--- src/rtl/mlp_ram.sv ---
// Generic single-write, single-read RAM with a registered read port.
// No dependencies; contents are undefined until written.
module mlp_ram #(
  parameter int WIDTH = 16,
  parameter int DEPTH = 64
) (
  input  logic                     clk,
  input  logic                     we,
  input  logic [$clog2(DEPTH)-1:0] waddr,
  input  logic [WIDTH-1:0]         wdata,
  input  logic                     re,
  input  logic [$clog2(DEPTH)-1:0] raddr,
  output logic [WIDTH-1:0]         rdata
);

  logic [WIDTH-1:0] mem [DEPTH];
  logic [WIDTH-1:0] rdata_r;

  // Write port and registered read port.
  always_ff @(posedge clk) begin
    if (we) begin
      mem[waddr] <= wdata;
    end
    if (re) begin
      rdata_r <= mem[raddr];
    end
  end

  assign rdata = rdata_r;

endmodule

--- config.mk ---
export PLATFORM = sky130hd
export DESIGN_NAME = mlp_ram
export DESIGN_NICKNAME = d
export VERILOG_FILES = /design/src/rtl/mlp_ram.sv
export SDC_FILE = /design/constraint.sdc
export NUM_CORES = 1
export LEC_CHECK = 0
export BUFFER_PORTS_ARGS = -buffer_cell sky130_fd_sc_hd__clkbuf_2
export CAP_MARGIN = 20
export CELL_PAD_IN_SITES_DETAIL_PLACEMENT = 0
export CELL_PAD_IN_SITES_GLOBAL_PLACEMENT = 1
export CORE_MARGIN = 1.5
export CORE_UTILIZATION = 50
export CTS_CLUSTER_DIAMETER = 100
export DETAILED_ROUTE_END_ITERATION = 6
export GPL_TIMING_DRIVEN = 0
export HOLD_SLACK_MARGIN = 0.15
export PLACE_DENSITY_LB_ADDON = 0.1
export SYNTH_ARGS = -nofsm -noshare
export SYNTH_HDL_FRONTEND = slang
export SYNTH_SLANG_ARGS = --single-unit
--- constraint.sdc ---
create_clock -name clk -period 2.5 [get_ports clk]
set_input_delay 0.375 -clock clk [delete_from_list [all_inputs] [get_ports clk]]
set_output_delay 0.375 -clock clk [all_outputs]
set_load 0.01 [all_outputs]
After elaboration in Yosys (flattened, before gate mapping)
Memories as Yosys holds them, arrays and structs flattened. A register that Yosys moved wholly into a read port is not among the register bits. Index checks and enable logic that the tools add are counted.

Register bits: 0. Bits in writable memories: 1024. Input port bits: 31. Output and inout port bits: 16. Word-level logic and storage cells: 3. Memories kept: 1.

Muxes and demuxes: 2.

Memories: mem (depth 64, width 16, rd ports 1, clocked after memory_dff 1, write ports 1, RTL line 16) `logic [WIDTH-1:0] mem [DEPTH];`.

Operator list (number): $mux 1 (2).

Depth between registers and ports, before layout
Gate-level depths: netlist of the first run.

Depth after elaboration: 2. Depth in mapped cells: 10. Mapped depth without buffers: 5.

Worst setup path after synthesis of the first run
OpenSTA, ideal clock, no wires.

Path type: input to register. Start: input port waddr[3]. End: memory mem[48][0] (enable). Library setup time: 0.409 ns. Arrival time: 2.001 ns. Setup slack: 0.090 ns. Stages: 4. Buffers on the path: 1. Cell sequence: clkbuf_1 nor2b_1 nand4b_1 nor3_1.

RTL lines: from (decl) (RTL line 9) `input logic [$clog2(DEPTH)-1:0] waddr,`; to (decl) (RTL line 16).

Straight into the memory's write port.

==> impl_metrics.ini, run 1 <==
[run_status]
status = complete, but fails checks
violations = setup timing

[power]
p_sw_w = 0.00786
leakagePower_nw = 14.8
pwr-share-clk = 0.433
p_seq_frac = 0.513
internal_power_w = 0.0299
switching_share = 0.208
p_comb_frac = 0.054
vdd_drop_max_mv = 0.769
p_per_area_nw_per_um2 = 808

[synth]
syn_area_per_cell_um2 = 22.0
yosys_warnings = 0
synth_common_cells = edfxtp_1, mux4_2, mux2i_1
synth_compound_area_frac = 0.0240
synth.most_common_cell = edfxtp_1
synthAdderAreaFrac = 0
ys_ff_latch = 1040
syn-num-nets = 1860
synth-simple-area-share = 0.0264
synth_top_family_by_area = multiplexers
yosysSeqAreaShare = 0.777
synthCells = 1829
yosys.area.top_type = edfxtp_1
synth_cell_types = 42
synth_area_leaders = edfxtp_1, mux4_2, mux2i_1
synthesis.area_um2 = 40200
yosysTopAreaCellShare = 0.777
synthFlopType = edfxtp_1
async_reset_ff_frac = 0
synth-edff-count = 1040
synthMuxAreaShare = 0.155
synth_xor_area_frac = 0

[worst_setup_path]
cpPeakStageDelay_ps = 550
worst_path_max_delay_cell = nor2_2
crit_path_end_kind = flop
path_cells = clkbuf_2, buf_2, buf_4, nor2_2, nand2_1, a41oi_1, o21ai_0, and4_1
crit_family = simple AND/OR/NAND/NOR gates
rr_startpoint = mem[16][15]
cp_max_fo = 10
arrival_ps = 2970
crit_type = input port to flop
timing.rr.end = rdata[15]
critical_path_buf_inv_count = 3
regToRegSetupSlack_ps = 140
worstPathRequired_ps = 2870
r2r_cells = 5
worstSetupStartpointType = input port

[sta]
setup_viol = 5
clock.fmax_mhz = 385
hold_viol_final = 0
tightest_slew_ps = 1120
setup_slack_ps = -97.3
post-route-min-period_ps = 2600
slew_headroom = 0.249
rsz0062_at_grt = false
fin_crit_sh = 1.04
skew_ps = 18.9
drv_slew = 0

[clock_network]
h-tree-depth = 3
clock_sinks = 1040
clk_pin_slew_ps = 60
clock_latency_ps = 660
root_buffer = clkbuf_16
cts_hold_buf = 0
cts_setup_buffers = 0
cts_buffers = 105
cts_tree = done
clockBufferDepth = 3

[global_route]
grt_use_met3 = 0.0529
grt_util_met2 = 0.413
gr-usage-all-layers = 0.255
grtUsageMet1 = 0.348
grt_pass1_vias = 19700
overflow = 0
grt_max_degree = 65
grt_pass1_wl_mm = 144
antenna_found_initial = 7
top_usage_layer = met2

[cells_and_area]
drive_above_1_share = 0.319
postLayoutCoreUtil = 0.589
design_area_um2 = 46700
final_net_count = 2073
areaGrowthSynthToFinish_pct = 16.2

[place]
place.gp.congestion = 0.851
io_buffers = 39
dp_hpwl_mm = 69.7
place_ws_ps = -934
placed_area_um2 = 43000

[min_path]
hold_depth = 1
worstHoldStart = wdata[14]
hold_class = input port to flop
hold_path_end = mem[12][14]

[floorplanning]
die_area_um2 = 82100
num_rows = 103
fp.dieW_um = 287
coreArea_um2 = 79300
die_y_um = 287
ioPinCount = 47
initial_core_util = 0.507

[drt]
vias = 19400
drtIter0Drc = 1917
drtPass1Iterations = 5
antenna_left = 0
route.detailed.wl_per_inst_um = 32.3
via_per_inst = 6.10
totalWireLength_mm = 103
drc = 0

[flow_run]
maxCapViolations = 0
-- layout make-up --
cell class | instances | area, µm²
Antenna cell | 1 | 2.50
Buffer | 103 | 749
Clock buffer | 129 | 2800
Clock inverter | 67 | 791
Fill cell | 5734 | 32500
Multi-Input combinational cell | 685 | 8520
Sequential cell | 1040 | 31200
Tap cell | 1050 | 1310
Timing Repair Buffer | 107 | 1300
-- per-layer routing --
metal	wire (µm)	part of all wire
met5	37	0.00036
met4	2950	0.029
met3	7250	0.071
met2	50700	0.49
met1	41800	0.41
-- what timing repair did --
item                                    4_1_cts  5_1_grt
endpoints found under the setup margin       32       26
gates resized for setup                      23        8
pin swaps                                     0        0
-- registers in the layout (all words and copies together) (netlist names) --
register,flops
mem,1024
rdata,16
-- cells by family (layout without fill, tap and decap cells) --
| logic type | Yosys count | count (layout) |
|---|---|---|
| buffers and inverters | 104 | 406 |
| AND/OR/NAND/NOR | 220 | 220 |
| other | 0 | 1 |
| flip-flops | 1040 | 1040 |
| multiplexers | 336 | 336 |
| AO/OA/AOI/OAI | 129 | 129 |
-- per-stage QoR --
stage / std cells / hold WS [ps] / total power, W / setup TNS [ps]
6_report: 3182 / 182 / 0.0377 / -212
3_3_place_gp: 2918 / 792 / 0.0217 / -765490
2_1_floorplan: 1829 / 474 / 0.0207 / 0
3_5_place_dp: 2986 / 798 / 0.0218 / -152130
5_1_grt: 3181 / 190 / 0.0387 / 0
4_1_cts: 3182 / 176 / 0.0379 / 0
-- cells in the final DEF (no fill, tap or decap), types with 30 or more instances in the layout --
cell type  count
edfxtp_1    1040
mux4_2       220
clkbuf_16    109
mux2i_1       82
nor2_2        62
nand2_1       59
buf_8         53
clkbuf_1      41
a22oi_1       39
clkbuf_2      38
nor2b_1       30
-- power by group through the flow --
stage	Combinational, W	Clock, W	Sequential (W)
global placement	0.00191	0	0.0198
detailed placement	0.00203	0	0.0197
floorplan	0.00100	0	0.0197
CTS	0.00205	0.0165	0.0194
finish	0.00204	0.0163	0.0194
global route	0.00214	0.0172	0.0194
-- worst max path at each step --
stage          startpoint          end  depth (start not counted)
6_report         raddr[1]     rdata[2]                          8
5_1_grt          waddr[2]   mem[63][9]                          4
4_1_cts          raddr[1]     rdata[6]                          9
3_5_place_dp     raddr[2]     rdata[3]                          8
3_3_place_gp     waddr[4]  mem[49][15]                          3
2_1_floorplan    waddr[3]   mem[48][0]                          4
-- worst reg2reg max path, delay by kind of cell, from the launching register on --
family             cells  cell delay [ps]
muxes                  2              900
DFF                    1              370
AOI/OAI and AO/OA      3              790
Power figures use the tool's default switching activity.
==> run 2: changes to the inputs <==
CELL_PAD_IN_SITES_DETAIL_PLACEMENT = 1   (was 0)
CELL_PAD_IN_SITES_GLOBAL_PLACEMENT = 2   (was 1)
CORE_UTILIZATION = 46   (was 50)
==> run 2 against run 1 <==
Net effect:
- the flow still finishes with violations (setup timing)
- hold slack improved by 21 ps
- non-clock buffer count increased by 9
- via count increased by 1.4%
- cell count increased by 3.7%
- critical path type unchanged
- largest power group unchanged
==> impl_metrics.ini, run 2 (synthesized netlist as in run 1, its figures left out) <==
[drt]
drc = 0
vias = 19700
route.detailed.wl_per_inst_um = 33.8
antenna_left = 0
via_per_inst = 5.97
drtIter0Drc = 1904
drtPass1Iterations = 5
totalWireLength_mm = 111

[power]
vdd_drop_max_mv = 0.576
switching_share = 0.217
p_seq_frac = 0.528
p_per_area_nw_per_um2 = 786
p_comb_frac = 0.056
pwr-share-clk = 0.416
leakagePower_nw = 14.8
p_sw_w = 0.00795
internal_power_w = 0.0288

[global_route]
grt_max_degree = 65
grtUsageMet1 = 0.356
overflow = 0
grt_pass1_vias = 20600
grt_use_met3 = 0.0302
top_usage_layer = met2
antenna_found_initial = 6
gr-usage-all-layers = 0.254
grt_util_met2 = 0.422
grt_pass1_wl_mm = 158

[worst_setup_path]
rr_startpoint = mem[22][9]
crit_path_end_kind = flop
regToRegSetupSlack_ps = 120
endpoint = rdata[9]
worstPathRequired_ps = 2880
timing.rr.end = rdata[9]
startpoint = raddr[2]
worstSetupStartpointType = input port
arrival_ps = 2930
crit_type = input port to flop
r2r_cells = 5
cp_max_fo = 10

[run_status]
status = complete, but fails checks
violations = setup timing

[cells_and_area]
final_cell_mix = edfxtp_1, mux4_2, clkbuf_16
layout.cells.most_common = edfxtp_1
postLayoutCoreUtil = 0.539
drive_above_1_share = 0.310
regMostFlops = mem
largest_reg_flops = 1024
final_net_count = 2084
areaGrowthSynthToFinish_pct = 16.2
fillers = 7439

[sta]
setup_slack_ps = -46.0
skew_ps = 24.2
post-route-min-period_ps = 2550
setup_viol = 2
hold_viol_final = 0
fin_crit_sh = 1.02
tightest_slew_ps = 1060
clock.fmax_mhz = 393
tns_ps = -46.7
holdWs_ps = 202
rsz0062_at_grt = true
drv_slew = 0
slew_headroom = 0.293

[floorplanning]
die_y_um = 299
fp.dieW_um = 299
initial_core_util = 0.464
num_rows = 108
ioPinCount = 47
die_area_um2 = 89200
coreArea_um2 = 86600

[clock_network]
clock_sinks = 1040
cts_tree = done
h-tree-depth = 3
cts_hold_buf = 0
clk_pin_slew_ps = 60
cts_buffers = 107
clock_latency_ps = 670
root_buffer = clkbuf_16
clockBufferDepth = 3

[place]
place_ws_ps = -972
dp_hpwl_mm = 76.3
place.gp.congestion = 0.821
io_buffers = 39

[min_path]
hold_class = input port to flop
hold_depth = 2

[flow_run]
maxCapViolations = 0
run 2: cell types whose count changed in the layout (fill, tap and decap cells not counted), sizes merged:
cell | previous run | this run
bufinv | 18 | 7
clkinv | 42 | 46
diode | 1 | 4
clkinvlp | 4 | 1
clkbuf | 197 | 209
buf | 142 | 151
run 2: worst max-delay path: stages:
cell	delay, ps
buf_2	240
buf_4	240
buf_2	390
mux4_2	380
mux2i_1	430
a22oi_1	180
a31oi_2	530
a311oi_1	120
run 2: metrics by stage:
stage               std cells  power (W)  instance area [µm²]
floorplan                1829     0.0207                40200
global placement         3023     0.0217                41800
detailed placement       3099     0.0218                43300
CTS                      3297     0.0370                46700
global route             3297     0.0377                46700
finish                   3301     0.0367                46700
run 2: worst min-delay path by stage:
stage / start / end / slack, ps
5_1_grt: wdata[6] / mem[58][6] / 190
4_1_cts: wdata[6] / mem[58][6] / 170
3_5_place_dp: rdata[9] / rdata[9] / 800
2_1_floorplan: wdata[0] / mem[0][0] / 470
6_report: wdata[6] / mem[58][6] / 200
3_3_place_gp: rdata[14] / rdata[14] / 790
run 2: layout make-up:
| type | instances | area, µm² | share of cell area |
|---|---|---|---|
| sequential | 1040 | 31200 | 0.668 |
| multi-input combinational | 685 | 8480 | 0.181 |
| clock buffer | 141 | 2850 | 0.0610 |
| timing repair buffer | 115 | 1500 | 0.0321 |
| tap | 1155 | 1450 | 0.0309 |
| buffer | 104 | 744 | 0.0159 |
| clock inverter | 57 | 465 | 0.00996 |
| antenna | 4 | 10.0 | 0.000214 |
run 2: power by group through the flow:
stage | combinational [W] | clock, W | sequential (W)
floorplan | 0.00100 | 0 | 0.0197
global placement | 0.00195 | 0 | 0.0198
detailed placement | 0.00207 | 0 | 0.0197
CTS | 0.00209 | 0.0155 | 0.0194
global route | 0.00216 | 0.0161 | 0.0194
finish | 0.00206 | 0.0153 | 0.0194
run 2: routing by layer:
layer / up-vias / wire length [µm]
li1: 8187 / -
met1: 10700 / 47200
met2: 640 / 55300
met3: 134 / 6120
met4: 0 / 2880
met5: - / 0
run 2: repair_timing:
| item | in CTS | in global routing |
|---|---|---|
| pin swaps | 0 | 1 |
| setup endpoints to repair | 13 | 14 |
| buffers inserted | 0 | 0 |
| hold endpoints to repair | 0 | 0 |
| resized for setup | 10 | 9 |
==> run 3: changes to the inputs <==
CORE_UTILIZATION = 50   (was 46)
CTS_BUF_LIST = sky130_fd_sc_hd__clkbuf_2   (was not set)
HOLD_SLACK_MARGIN = not set   (was 0.15)
clock period = 3.03 ns   (was 2.5 ns; I/O delays follow)
==> run 3 against run 2 <==
Net effect:
- the flow now finishes without violations
- die area fell by 7.9%
- critical path type unchanged
- combinational power fell by 16%
- largest power group unchanged
- worst setup slack improved by 510 ps
- sequential share of layout area rose by 1.6 points
- via count rose by 5.4%
- largest cell class unchanged
- design area fell by 2.4%
- cell count rose by 5.2%
- register-to-register slack improved by 380 ps
==> impl_metrics.ini, run 3 (synthesized netlist as in run 1, its figures left out) <==
[run_status]
status = complete, no violations

[min_path]
hold_class = input port to flop
hold_path_end = mem[23][7]
worstHoldStart = waddr[4]
hold_depth = 3

[worst_setup_path]
crit_top_cell = dlygate4sd3_1
timing.rr.end = rdata[11]
arrival_ps = 3570
cpPeakStageDelay_ps = 700
crit_family = buffers and inverters
rr_startpoint = mem[18][11]
regToRegSetupSlack_ps = 500
r2r_cells = 5
critical_path_buf_inv_count = 6
cp_max_fo = 9
worstPathRequired_ps = 4030
path_cells = dlygate4sd3_1, clkbuf_1, nor2b_1, nand4_1, dlygate4sd3_1, nor3_2, dlygate4sd3_1, buf_6, buf_6
crit_type = input port to flop
worstSetupStartpointType = input port
crit_path_end_kind = flop
worst_path_max_delay_cell = dlygate4sd3_1

[drt]
via_per_inst = 5.98
drtPass1Iterations = 5
antenna_left = 0
drtIter0Drc = 2068
route.detailed.wl_per_inst_um = 32.0
totalWireLength_mm = 111
drc = 0
vias = 20800

[sta]
holdWs_ps = 168
fin_crit_sh = 0.846
skew_ps = 136
hold_viol_final = 0
drv_slew = 0
clock.fmax_mhz = 390
slew_headroom = 0.266
tightest_slew_ps = 1100
setup_viol = 0
rsz0062_at_grt = false
tns_ps = 0
post-route-min-period_ps = 2560

[cells_and_area]
drive_above_1_share = 0.374
areaGrowthSynthToFinish_pct = 13.5
largest_reg_flops = 1024
fillers = 6951
regMostFlops = mem
layout.cells.most_common = edfxtp_1
layout.cells.non_filler = 3472
postLayoutCoreUtil = 0.576
final_net_count = 2290
final_cell_mix = edfxtp_1, clkbuf_2, mux4_2

[place]
io_buffers = 39
dp_hpwl_mm = 72.7
place.gp.congestion = 0.842
dp_cells = 2990

[global_route]
gr-usage-all-layers = 0.279
overflow = 0
grt_pass1_wl_mm = 159
grt_pass1_vias = 22100
antenna_found_initial = 1
grt_max_degree = 65

[floorplanning]
fp.dieW_um = 287
die_area_um2 = 82100
ioPinCount = 47
die_y_um = 287
coreArea_um2 = 79300
num_rows = 103
initial_core_util = 0.507

[clock_network]
clock_latency_ps = 1430
cts_tree = done
h-tree-depth = 5
cts_resized = 0
clockBufferDepth = 4
cts_setup_buffers = 0
root_buffer = clkbuf_2
clock_sinks = 1040
clk_pin_slew_ps = 110
cts_buffers = 281

[flow_run]
maxCapViolations = 0

[power]
vdd_drop_max_mv = 0.363
p_per_area_nw_per_um2 = 584
total_power_w = 0.0266
leakagePower_nw = 15.0
-- run 3: cell count changes in the layout (fill, tap and decap cells not counted), moves of 7 or more --
cell           previous run  this run
inv_2                     0         8
bufinv_16                 7         0
dlygate4sd3_1             0        36
clkbuf_2                 39       421
clkinv_1                 25        44
clkbuf_1                 53        24
a31oi_1                   0         8
clkbuf_16               109         0
a31oi_2                   7         0
clkinv_2                 19         3
-- run 3: repair_timing --
item / 4_1_cts / 5_1_grt
setup endpoints to repair: 0 / 0
hold buffers: 36 / 0
endpoints found under the hold margin: 1170 / 0
-- run 3: area by class of cell --
| type | count | area [µm²] | share of cell area |
|---|---|---|---|
| buffer | 104 | 733 | 0.0161 |
| multi-input combinational | 685 | 8400 | 0.184 |
| clock buffer | 389 | 1950 | 0.0427 |
| clock inverter | 56 | 219 | 0.00480 |
| timing repair buffer | 147 | 1770 | 0.0388 |
| sequential | 1040 | 31200 | 0.685 |
| antenna | 1 | 2.50 | 0.0000549 |
| tap | 1050 | 1310 | 0.0288 |
-- run 3: where the power goes --
group	switching, W	leakage (nW)	internal (W)
sequential	0.0000271	9.37	0.0159
combinational	0.00112	3.89	0.000606
clock	0.00554	1.73	0.00340
total	0.00669	15.0	0.0199
-- run 3: how the worst max path moves through the flow --
stage               startpoint    endpoint  slack, ps  depth (start not counted)
CTS                  rdata[12]   rdata[12]        480                          1
detailed placement    raddr[2]    rdata[9]       -690                          8
global route        mem[21][9]    rdata[9]        390                          5
floorplan             waddr[3]  mem[48][0]        540                          4
global placement      waddr[1]  mem[63][1]       -820                          3
finish                waddr[3]  mem[49][4]        470                          9
-- run 3: worst reg2reg max path, delay by kind of cell (launching register included) --
family          cells  cell delay [ps]
compound gates      3             1010
mux                 2              950
flops               1              380
-- run 3: per-layer routing --
layer | part of all wire | global-route usage | vias up
met1 | 0.42 | 0.381 | 11100
met4 | 0.029 | 0.0989 | 0
met5 | 0 | 0 | -
li1 | - | - | 8687
met3 | 0.061 | 0.0605 | 155
met2 | 0.49 | 0.446 | 804
-- run 3: stage by stage --
step,area [µm²],setup WS (ps)
after floorplan,40200,541
after global placement,41700,-819
after detailed placement,43100,-693
after CTS,45600,479
after global routing,45600,389
final,45600,467
